$ cat src/sv/shabs_pkg.sv
// Shared types, constants and round functions for the SHA-256 byte stream hasher.
// Used by shabs_core and sha256_byte_stream_hasher; depends on nothing else.
package shabs_pkg;

    typedef logic [31:0] word_t;
    typedef word_t hash_t [8];

    localparam logic [7:0] PAD_BYTE   = 8'h80;
    localparam logic [5:0] LEN_POS    = 6'd56;
    localparam logic [5:0] BLOCK_LAST = 6'd63;
    localparam logic [5:0] ROUND_LAST = 6'd63;
    localparam logic [2:0] WORD_LAST  = 3'd7;

    localparam hash_t INIT_H = '{
        32'h6a09e667, 32'hbb67ae85, 32'h3c6ef372, 32'ha54ff53a,
        32'h510e527f, 32'h9b05688c, 32'h1f83d9ab, 32'h5be0cd19
    };

    localparam word_t ROUND_K [64] = '{
        32'h428a2f98, 32'h71374491, 32'hb5c0fbcf, 32'he9b5dba5,
        32'h3956c25b, 32'h59f111f1, 32'h923f82a4, 32'hab1c5ed5,
        32'hd807aa98, 32'h12835b01, 32'h243185be, 32'h550c7dc3,
        32'h72be5d74, 32'h80deb1fe, 32'h9bdc06a7, 32'hc19bf174,
        32'he49b69c1, 32'hefbe4786, 32'h0fc19dc6, 32'h240ca1cc,
        32'h2de92c6f, 32'h4a7484aa, 32'h5cb0a9dc, 32'h76f988da,
        32'h983e5152, 32'ha831c66d, 32'hb00327c8, 32'hbf597fc7,
        32'hc6e00bf3, 32'hd5a79147, 32'h06ca6351, 32'h14292967,
        32'h27b70a85, 32'h2e1b2138, 32'h4d2c6dfc, 32'h53380d13,
        32'h650a7354, 32'h766a0abb, 32'h81c2c92e, 32'h92722c85,
        32'ha2bfe8a1, 32'ha81a664b, 32'hc24b8b70, 32'hc76c51a3,
        32'hd192e819, 32'hd6990624, 32'hf40e3585, 32'h106aa070,
        32'h19a4c116, 32'h1e376c08, 32'h2748774c, 32'h34b0bcb5,
        32'h391c0cb3, 32'h4ed8aa4a, 32'h5b9cca4f, 32'h682e6ff3,
        32'h748f82ee, 32'h78a5636f, 32'h84c87814, 32'h8cc70208,
        32'h90befffa, 32'ha4506ceb, 32'hbef9a3f7, 32'hc67178f2
    };

    // Control from the byte sequencer to the compression unit.
    typedef struct packed {
        logic       load;
        logic [7:0] load_byte;
        logic       start;
        logic       reinit;
    } core_ctl_t;

    function automatic word_t big_sig0(input word_t x);
        big_sig0 = {x[1:0], x[31:2]} ^ {x[12:0], x[31:13]} ^ {x[21:0], x[31:22]};
    endfunction

    function automatic word_t big_sig1(input word_t x);
        big_sig1 = {x[5:0], x[31:6]} ^ {x[10:0], x[31:11]} ^ {x[24:0], x[31:25]};
    endfunction

    function automatic word_t small_sig0(input word_t x);
        small_sig0 = {x[6:0], x[31:7]} ^ {x[17:0], x[31:18]} ^ {3'b000, x[31:3]};
    endfunction

    function automatic word_t small_sig1(input word_t x);
        small_sig1 = {x[16:0], x[31:17]} ^ {x[18:0], x[31:19]} ^ {10'b0, x[31:10]};
    endfunction

endpackage

$ cat src/sv/shabs_core.sv
// SHA-256 compression unit: a 512-bit word window, eight working variables
// and one round datapath reused for all 64 rounds. Depends on shabs_pkg.
module shabs_core (
    input  logic                 clk,
    input  logic                 rst_n,
    input  shabs_pkg::core_ctl_t ctl,
    output logic                 done,
    output shabs_pkg::hash_t     chain_hash
);

    typedef enum logic [2:0] {
        C_IDLE  = 3'b001,
        C_ROUND = 3'b010,
        C_FINAL = 3'b100
    } core_state_t;

    core_state_t      state_reg, state_next;
    logic [5:0]       rnd_reg, rnd_next;
    logic [511:0]     win_reg, win_next;
    shabs_pkg::hash_t v_reg, v_next;
    shabs_pkg::hash_t h_reg, h_next;

    shabs_pkg::word_t w0, w1, w9, w14, new_w, t1, t2, ch, maj;

    // The window holds W[t] .. W[t+15], W[t] in the top word.
    assign w0  = win_reg[511:480];
    assign w1  = win_reg[479:448];
    assign w9  = win_reg[223:192];
    assign w14 = win_reg[63:32];

    always_comb
    begin
        new_w = shabs_pkg::small_sig1(w14) + w9 + shabs_pkg::small_sig0(w1) + w0;
        ch    = (v_reg[4] & v_reg[5]) ^ (~v_reg[4] & v_reg[6]);
        maj   = (v_reg[0] & v_reg[1]) ^ (v_reg[0] & v_reg[2]) ^ (v_reg[1] & v_reg[2]);
        t1    = v_reg[7] + shabs_pkg::big_sig1(v_reg[4]) + ch
                + shabs_pkg::ROUND_K[rnd_reg] + w0;
        t2    = shabs_pkg::big_sig0(v_reg[0]) + maj;
    end

    always_comb
    begin
        state_next = state_reg;
        rnd_next   = rnd_reg;
        win_next   = win_reg;
        v_next     = v_reg;
        h_next     = h_reg;
        done       = 1'b0;
        unique case (state_reg)
            C_IDLE:
            begin
                if (ctl.load)
                begin
                    win_next = {win_reg[503:0], ctl.load_byte};
                end
                if (ctl.start)
                begin
                    v_next     = h_reg;
                    rnd_next   = '0;
                    state_next = C_ROUND;
                end
                if (ctl.reinit)
                begin
                    h_next = shabs_pkg::INIT_H;
                end
            end
            C_ROUND:
            begin
                win_next  = {win_reg[479:0], new_w};
                v_next[7] = v_reg[6];
                v_next[6] = v_reg[5];
                v_next[5] = v_reg[4];
                v_next[4] = v_reg[3] + t1;
                v_next[3] = v_reg[2];
                v_next[2] = v_reg[1];
                v_next[1] = v_reg[0];
                v_next[0] = t1 + t2;
                rnd_next  = rnd_reg + 6'd1;
                if (rnd_reg == shabs_pkg::ROUND_LAST)
                begin
                    state_next = C_FINAL;
                end
            end
            C_FINAL:
            begin
                for (int i = 0; i < 8; i++)
                begin
                    h_next[i] = h_reg[i] + v_reg[i];
                end
                done       = 1'b1;
                state_next = C_IDLE;
            end
            default:
            begin
                state_next = C_IDLE;
            end
        endcase
    end

    always_ff @(posedge clk or negedge rst_n)
    begin
        if (!rst_n)
        begin
            state_reg <= C_IDLE;
            h_reg     <= shabs_pkg::INIT_H;
        end
        else
        begin
            state_reg <= state_next;
            h_reg     <= h_next;
        end
    end

    always_ff @(posedge clk)
    begin
        rnd_reg <= rnd_next;
        win_reg <= win_next;
        v_reg   <= v_next;
    end

    assign chain_hash = h_reg;

endmodule

$ cat src/sv/sha256_byte_stream_hasher.sv
// SHA-256 byte stream hasher top level: byte sequencer, padding, digest output.
// Depends on shabs_pkg and shabs_core.
//
// Usage: the input channel (in_valid/in_stall) takes one request per cycle
// while the block is idle, carrying an optional message byte and an end flag.
// The output channel (out_valid/out_stall) delivers the eight digest words,
// word 0 first, each with its word_index, and last_word set on the final one.
// A byte that does not complete a 64-byte block and has no end flag leaves
// in_stall low. A byte that completes a block holds in_stall high while the
// 64 rounds run on the single round datapath and the result is folded
// into the chaining hash. At the end of a message the padding is shifted in
// one byte per cycle (64 - fill bytes, or 128 - fill for a tail of 56 or
// more), each padded block is compressed the same way, and then the eight
// digest words follow, one per cycle when the receiver does not stall.
// While out_stall is high the current word holds and no input is taken.
// Reset loads the initial hash values and clears the fill and length
// counters; in_stall is low out of reset, so a request can be taken once
// reset is released.
module sha256_byte_stream_hasher (
    input  logic        clk,
    input  logic        rst_n,
    input  logic        in_valid,
    output logic        in_stall,
    input  logic [7:0]  data_byte,
    input  logic        byte_present,
    input  logic        end_of_message,
    output logic        out_valid,
    input  logic        out_stall,
    output logic [31:0] digest_word,
    output logic [2:0]  word_index,
    output logic        last_word
);

    typedef enum logic [4:0] {
        ST_IDLE   = 5'b00001,
        ST_RUN    = 5'b00010,
        ST_PAD    = 5'b00100,
        ST_PADRUN = 5'b01000,
        ST_OUT    = 5'b10000
    } top_state_t;

    top_state_t           state_reg, state_next;
    logic [5:0]           fill_reg, fill_next;
    logic [63:0]          count_reg, count_next;
    logic                 eom_pend_reg, eom_pend_next;
    logic                 first_reg, first_next;
    logic                 len_ok_reg, len_ok_next;
    logic [2:0]           idx_reg, idx_next;

    shabs_pkg::core_ctl_t ctl;
    logic                 core_done;
    shabs_pkg::hash_t     chain_hash;

    logic                 in_take;
    logic                 out_take;
    logic [63:0]          len_bits;
    logic [7:0]           len_byte;
    logic [7:0]           pad_byte;

    shabs_core u_core (
        .clk        (clk),
        .rst_n      (rst_n),
        .ctl        (ctl),
        .done       (core_done),
        .chain_hash (chain_hash)
    );

    assign in_stall  = (state_reg != ST_IDLE);
    assign out_valid = (state_reg == ST_OUT);
    assign in_take   = in_valid && !in_stall;
    assign out_take  = out_valid && !out_stall;

    // Length bytes go out most significant first at fill 56 through 63.
    assign len_bits = {count_reg[60:0], 3'b000};
    assign len_byte = len_bits[{~fill_reg[2:0], 3'b000} +: 8];

    always_comb
    begin
        priority if (first_reg)
        begin
            pad_byte = shabs_pkg::PAD_BYTE;
        end
        else if (len_ok_reg && (fill_reg >= shabs_pkg::LEN_POS))
        begin
            pad_byte = len_byte;
        end
        else
        begin
            pad_byte = 8'h00;
        end
    end

    always_comb
    begin
        ctl.load      = (in_take && byte_present) || (state_reg == ST_PAD);
        ctl.load_byte = (state_reg == ST_PAD) ? pad_byte : data_byte;
        ctl.start     = ctl.load && (fill_reg == shabs_pkg::BLOCK_LAST);
        ctl.reinit    = out_take && (idx_reg == shabs_pkg::WORD_LAST);
    end

    always_comb
    begin
        state_next    = state_reg;
        fill_next     = ctl.load ? fill_reg + 6'd1 : fill_reg;
        count_next    = count_reg;
        eom_pend_next = eom_pend_reg;
        first_next    = first_reg;
        len_ok_next   = len_ok_reg;
        idx_next      = idx_reg;
        unique case (state_reg)
            ST_IDLE:
            begin
                if (in_take)
                begin
                    if (byte_present)
                    begin
                        count_next = count_reg + 64'd1;
                    end
                    if (byte_present && (fill_reg == shabs_pkg::BLOCK_LAST))
                    begin
                        eom_pend_next = end_of_message;
                        state_next    = ST_RUN;
                    end
                    else if (end_of_message)
                    begin
                        first_next = 1'b1;
                        state_next = ST_PAD;
                    end
                end
            end
            ST_RUN:
            begin
                if (core_done)
                begin
                    if (eom_pend_reg)
                    begin
                        first_next = 1'b1;
                        state_next = ST_PAD;
                    end
                    else
                    begin
                        state_next = ST_IDLE;
                    end
                end
            end
            ST_PAD:
            begin
                first_next = 1'b0;
                if (first_reg)
                begin
                    // The length fits in this block only if the pad byte lands
                    // before the length field.
                    len_ok_next = (fill_reg < shabs_pkg::LEN_POS);
                end
                if (fill_reg == shabs_pkg::BLOCK_LAST)
                begin
                    state_next = ST_PADRUN;
                end
            end
            ST_PADRUN:
            begin
                if (core_done)
                begin
                    if (len_ok_reg)
                    begin
                        idx_next   = '0;
                        state_next = ST_OUT;
                    end
                    else
                    begin
                        len_ok_next = 1'b1;
                        state_next  = ST_PAD;
                    end
                end
            end
            ST_OUT:
            begin
                if (out_take)
                begin
                    idx_next = idx_reg + 3'd1;
                    if (idx_reg == shabs_pkg::WORD_LAST)
                    begin
                        count_next = '0;
                        state_next = ST_IDLE;
                    end
                end
            end
            default:
            begin
                state_next = ST_IDLE;
            end
        endcase
    end

    always_ff @(posedge clk or negedge rst_n)
    begin
        if (!rst_n)
        begin
            state_reg    <= ST_IDLE;
            fill_reg     <= '0;
            count_reg    <= '0;
            eom_pend_reg <= 1'b0;
            first_reg    <= 1'b0;
            len_ok_reg   <= 1'b0;
            idx_reg      <= '0;
        end
        else
        begin
            state_reg    <= state_next;
            fill_reg     <= fill_next;
            count_reg    <= count_next;
            eom_pend_reg <= eom_pend_next;
            first_reg    <= first_next;
            len_ok_reg   <= len_ok_next;
            idx_reg      <= idx_next;
        end
    end

    assign digest_word = chain_hash[idx_reg];
    assign word_index  = idx_reg;
    assign last_word   = (idx_reg == shabs_pkg::WORD_LAST);

    // The compression unit only finishes while the sequencer waits for it.
    a_done_in_run: assert property (@(posedge clk) disable iff (!rst_n)
        core_done |-> (state_reg == ST_RUN || state_reg == ST_PADRUN))
        else $error("compression finished outside a run state");

    // Every digest is produced from a completely consumed block.
    a_fill_at_out: assert property (@(posedge clk) disable iff (!rst_n)
        out_valid |-> (fill_reg == 6'd0))
        else $error("digest shown with a partly filled block");

    // After the last word is taken, the block is ready for a fresh message.
    a_ready_after_digest: assert property (@(posedge clk) disable iff (!rst_n)
        (out_take && last_word) |=> (!in_stall && count_reg == 64'd0 && !out_valid))
        else $error("block not reinitialized after the digest");

    // A new request is never taken while padding is pending.
    a_no_take_in_pad: assert property (@(posedge clk) disable iff (!rst_n)
        (state_reg == ST_PAD) |-> (in_stall && !out_valid))
        else $error("channel open during padding");

endmodule

$ cat config.mk
export PLATFORM = sky130hd
export DESIGN_NAME = sha256_byte_stream_hasher
export DESIGN_NICKNAME = d
export VERILOG_FILES = /design/src/sv/shabs_pkg.sv /design/src/sv/shabs_core.sv /design/src/sv/sha256_byte_stream_hasher.sv
export SDC_FILE = /design/constraint.sdc
export NUM_CORES = 2
export LEC_CHECK = 0
export BUFFER_PORTS_ARGS = -buffer_cell sky130_fd_sc_hd__buf_2
export CORE_ASPECT_RATIO = 1.1
export CORE_MARGIN = 8
export CORE_UTILIZATION = 65
export CTS_CLUSTER_DIAMETER = 100
export CTS_CLUSTER_SIZE = 16
export DETAILED_ROUTE_END_ITERATION = 7
export GPL_ROUTABILITY_DRIVEN = 0
export PLACE_DENSITY = 0.9
export SKIP_CTS_REPAIR_TIMING = 1
export SYNTH_ARGS = -nofsm -noshare
export SYNTH_HDL_FRONTEND = slang
export SYNTH_HIERARCHICAL = 1
export SYNTH_SLANG_ARGS = --single-unit
export TNS_END_PERCENT = 50
$ cat constraint.sdc
create_clock -name clk -period 77.7 [get_ports clk]
set_input_delay 15.54 -clock clk [delete_from_list [all_inputs] [get_ports clk]]
set_output_delay 15.54 -clock clk [all_outputs]
set_load 0.05 [all_outputs]
# After elaboration in Yosys (flattened, before gate mapping)
# Memory sizes are Yosys's and may differ from the RTL's.
# Index checks and enable logic that the tools add are counted.
# Widths: inputs -> output; s select.
[word_totals] regBits=1114 mem_count=1 input_bits=14 latchBits=0 rom_bits=2048 word_cells=178 output_inout_bits=38 ram_bits=0
[op_classes] div=0 muxes=49 shifts=1 mul=0 eq_ne=29 addsub=22 n_reduce_logical=26 n_lt_le_gt_ge=4 bitwise_logic=20
[mem_list] name="(name not given)" depth=64 width=32 read_ports=1 rd_clocked_by_memory_dff=0 wr=0 line_no="shabs_core.sv:37" source="+ shabs_pkg::ROUND_K[rnd_reg] + w0;"
[ops] operator="$pmux 256 s2" count=2
[ops] operator="$pmux 512 s2" count=1
[ops] operator="$add 32x32->32" count=18
[ops] operator="$mux 256" count=2
[ops] operator="$mux 512" count=1
[ops] operator="$xor 32x32->32" count=9
[ops] operator="$mux 64" count=4
[ops] operator="$and 32x32->32" count=5
[ops] operator="$mux 32" count=4
[ops] operator="$pmux 64 s2" count=1
[ops] operator="$bmux 32 s3" count=1
[ops] operator="$add 64x1->64 const B" count=1
[ops] operator="$shiftx 64x7->8" count=1
[ops] operator="$mux 5" count=9
[ops] operator="$not 32->32" count=1
[ops] operator="$xor 32x22->32" count=1
[ops] operator="$xor 32x29->32" count=1
[ops] operator="$pmux 5 s5" count=1
[ops] operator="$mux 8" count=3
[ops] operator="$ne 2x2->1 const B" count=12
[ops] operator="$mux 3" count=6
[ops] operator="$add 6x1->6 const B" count=2
[ops] operator="$eq 6x6->1 const B" count=2
[ops] operator="$pmux 3 s2" count=2
[ops] operator="35 further kinds" count=61

# Logic depth before layout (Yosys ltp)
[logic_depth] ltp_word=8 depth_mapped=37 ltp_nobuf=36

# Cells and area by module
# The synthesis kept the hierarchy.
[modules_own_cells] module="shabs_core" seq_area_each_um2=29894.9 cells_per_inst=7641 area_per_inst_um2=69369.0 instances=1
[modules_own_cells] module="sha256_byte_stream_hasher" seq_area_each_um2=1953.1 cells_per_inst=629 area_per_inst_um2=6660.1 instances=1

# Worst setup path after synthesis
# No wires, ideal clock.
[synth_timing] path_type="input-to-reg" from="input port in_valid" to="register u_core.win_reg[0], enable pin" arrival_time_ns=40.823 path_stages=6 n_path_buf=1 path_slack_ns=35.317 required_ns=76.141 setup_time_ns=1.559 path_cell_list="and4b_1 -> nand2_1 -> clkbuf_1 -> nand2_1 -> nand2_1 -> a21oi_1"
[synth_rtl] element="from (decl)" line_no="sha256_byte_stream_hasher.sv:22" source="input logic in_valid,"
[synth_rtl] element="to (signal assigned)" line_no="shabs_core.sv:117" source="win_reg <= win_next;"
[synth_rtl] element="to (decl)" line_no="shabs_core.sv:19" source="logic [511:0] win_reg, win_next;"

==> flow_metrics.env <==
export IMPL_crit_path_end="u_core/win_reg[288]$_DFFE_PP_"
export IMPL_power_mw=1.11
export IMPL_cts_root_buf="clkbuf_16"
export IMPL_relSlewSlack_pct=20.3
export IMPL_syn_num_nets=8879
export IMPL_clock_sinks=1111
export IMPL_switchingPower_mw=0.262
export IMPL_combPwrFrac_pct=4.5
export IMPL_grt_setup_unrepaired="false"
export IMPL_cp_slowest_cell="buf_4"
export IMPL_cts_tree="yes"
export IMPL_regArea_mm2=0.0319
export IMPL_r2r_cells=33
export IMPL_clock_latency_ns=0.74
export IMPL_cts_inserted_buffers=80
export IMPL_die_w_um=342
export IMPL_clk_path_buf_depth=3
export IMPL_drv_cap=0
export IMPL_p_leak_nw=35.0
export IMPL_drive_above_1_share_pct=6.45
export IMPL_mostFrequentLayoutCell="nand2_1"
export IMPL_grt_max_degree=231
export IMPL_hp_start="fill_reg[5]$_DFFE_PN0P_"
export IMPL_wl_per_cell_um=22.9
export IMPL_cp_num_buf_inv=4
export IMPL_critPathMaxFanout=94
export IMPL_route_detailed_drc=70
export IMPL_ys_seq_elements=1111
export IMPL_grtUsageTotal_pct=33.1
export IMPL_switching_share_pct=23.6
export IMPL_setup_violations_final=0
export IMPL_largest_reg_flops=512
export IMPL_antenna_found_initial=3
export IMPL_die_h_um=375
export IMPL_vias=63238
export IMPL_overflow=0
export IMPL_endpoint_kind="flip-flop"
export IMPL_grt_pass1_vias=61548
export IMPL_yosysWarningCount=6
export IMPL_final_cell_mix="nand2_1, edfxtp_1, o21ai_0"
export IMPL_ys_types=97
export IMPL_dieArea_mm2=0.128
export IMPL_seq_power_share_pct=58.0
export IMPL_start_kind="primary input"
export IMPL_worstMarginPinSlew_ns=1.18
export IMPL_io_buffers=51
export IMPL_core_mm2=0.116
export IMPL_multi_input_area_mm2=0.0407
export IMPL_viasPerCell=6.59
export IMPL_drt_pass1_iterations=8
export IMPL_synth_ff_type="edfxtp_1"
export IMPL_syn_area_mm2=0.0760
export IMPL_grt_pass1_wl_um=338000
export IMPL_violations="DRC"
export IMPL_path_clk_slew_ns=0.08
export IMPL_cp_startpoint="in_valid"
export IMPL_power_density_mw_per_mm2=14.0
export IMPL_fin_crit_sh_pct=25.3
export IMPL_drtIter0Drc=9204
export IMPL_slowest_delay_ns=1.03
export IMPL_htreeDepth=3
export IMPL_slew_violations=0
export IMPL_fmax_ghz=0.0509
export IMPL_detail_route_antenna_nets=0
export IMPL_finalSetupTns_ns=0
export IMPL_internal_power_mw=0.847
export IMPL_reg2reg_slack_ns=67.13
export IMPL_syn_inst=8270
export IMPL_n_antenna_cell=0
export IMPL_synth_avg_cell_area_um2=9.19
export IMPL_initial_core_util_pct=65.5
export IMPL_row_count=131
export IMPL_wl_um=219000
export IMPL_clkPwrFrac_pct=37.6
export IMPL_synth_enable_flop_cells=774
export IMPL_peakVddDrop_mv=0.0247
export IMPL_crit_chain="buf_2 -> and4b_1 -> nand2_1 -> nand2_1 -> nand2_1 -> a21oi_4 -> buf_4 -> buf_4 -> buf_4"
export IMPL_outcome="complete, but fails checks"
export IMPL_dpl_hpwl_um=153000
export IMPL_r2r_start="u_core/rnd_reg[2]$_SDFFCE_PN0P_"
export IMPL_area_delta_synth_final_pct=4.44
export IMPL_cp_top_family="buffers and inverters"
export IMPL_top_level_ports=52
export IMPL_period_minus_slack_ns=19.64
export IMPL_hold_path_class="reg2reg"
export IMPL_r2r_end="u_core/v_reg[254]$_DFFE_PP_"
export IMPL_fin_nets=8625
export IMPL_skew_ns=0.0457
export IMPL_synth_yosys_seq_area_share_pct=41.9
export IMPL_final_hold_viol_count=0
export IMPL_required_ns=78.03
export IMPL_critical_path_class="in2reg"
export IMPL_cp_data_arrival_time_ns=19.97
export IMPL_utilization_pct=68.4
export IMPL_cp_depth=9
export IMPL_async_flop_share_pct=30.3
export IMPL_n_fill_cell=8137
==> through the flow <==
stage | setup WS [ns] | std cells | cell area (um^2) | hold slack (ns)
after global routing | 57.79 | 9593 | 79400 | 0.510
final | 58.06 | 9593 | 79400 | 0.480
after global placement | 57.50 | 9462 | 77000 | 0.451
after detailed placement | 57.37 | 9462 | 77000 | 0.469
after CTS | 58.16 | 9592 | 79400 | 0.482
after floorplan | 35.32 | 8270 | 76000 | 0.434
==> layout make-up <==
class                   count  share of cell area [%]
clock inverters             9                   0.263
well taps                1529                    2.41
multi-input cells        6235                    51.3
inverters                 489                    2.32
flip-flops and latches   1111                    40.1
repair buffers             99                   0.867
clock buffers             121                    2.71
==> how the worst min path moves through the flow <==
stage,endpoint,cells after the start
finish,fill_reg[5]$_DFFE_PN0P_,1
global route,fill_reg[5]$_DFFE_PN0P_,1
CTS,fill_reg[5]$_DFFE_PN0P_,1
detailed placement,fill_reg[5]$_DFFE_PN0P_,1
global placement,fill_reg[5]$_DFFE_PN0P_,1
floorplan,fill_reg[5]$_DFFE_PN0P_,1
==> cells in the mapped netlist, types with 38 or more instances <==
cell type / n / area (um^2)
nand2_1: 2286 / 8580
dfstp_2: 138 / 3630
a21o_1: 220 / 1650
o21ai_0: 542 / 2710
o31ai_1: 40 / 300
xnor2_1: 364 / 3190
clkbuf_1: 391 / 1470
a21oi_1: 488 / 2440
dfrtp_1: 199 / 4980
and3_1: 45 / 282
mux4_2: 84 / 1890
nand3_1: 86 / 430
o21bai_1: 47 / 353
mux2_2: 45 / 507
nand2b_1: 60 / 375
or3_1: 51 / 319
inv_1: 486 / 1820
xor2_1: 248 / 2170
nor3_1: 66 / 330
a31oi_1: 38 / 238
ha_1: 400 / 5000
fa_1: 195 / 3900
o21a_1: 45 / 338
edfxtp_1: 774 / 23200
nor2_1: 356 / 1340
nand4_1: 44 / 275
==> layer usage <==
layer  global-route usage [%]  vias up  part of all wire [%]  routed length (um)
li1                         -    27815                     -                   -
met1                     41.4    29800                    35               77300
met5                        0        -                 0.014                  31
met3                     9.34     1154                    13               28300
met2                     50.2     4465                    44               96100
met4                     21.7        4                   8.0               17600
==> power groups by stage <==
stage,clock network (mW),registers [mW],logic (mW)
after floorplan,0,0.647,0.0410
after global placement,0,0.655,0.0476
after detailed placement,0,0.655,0.0489
after CTS,0.418,0.643,0.0492
after global routing,0.438,0.644,0.0533
final,0.417,0.643,0.0494
==> logic make-up after synthesis <==
kind of cell    Yosys count  share of synthesized area, %
simple gates           3141                          17.1
fa+ha+maj               597                          11.7
flops                  1111                          41.9
compound gates         1719                          14.0
buf+inv                 924                          4.59
xor+xnor                612                          7.05
mux                     166                          3.64
No activity file was read; power rests on OpenSTA's default activity.
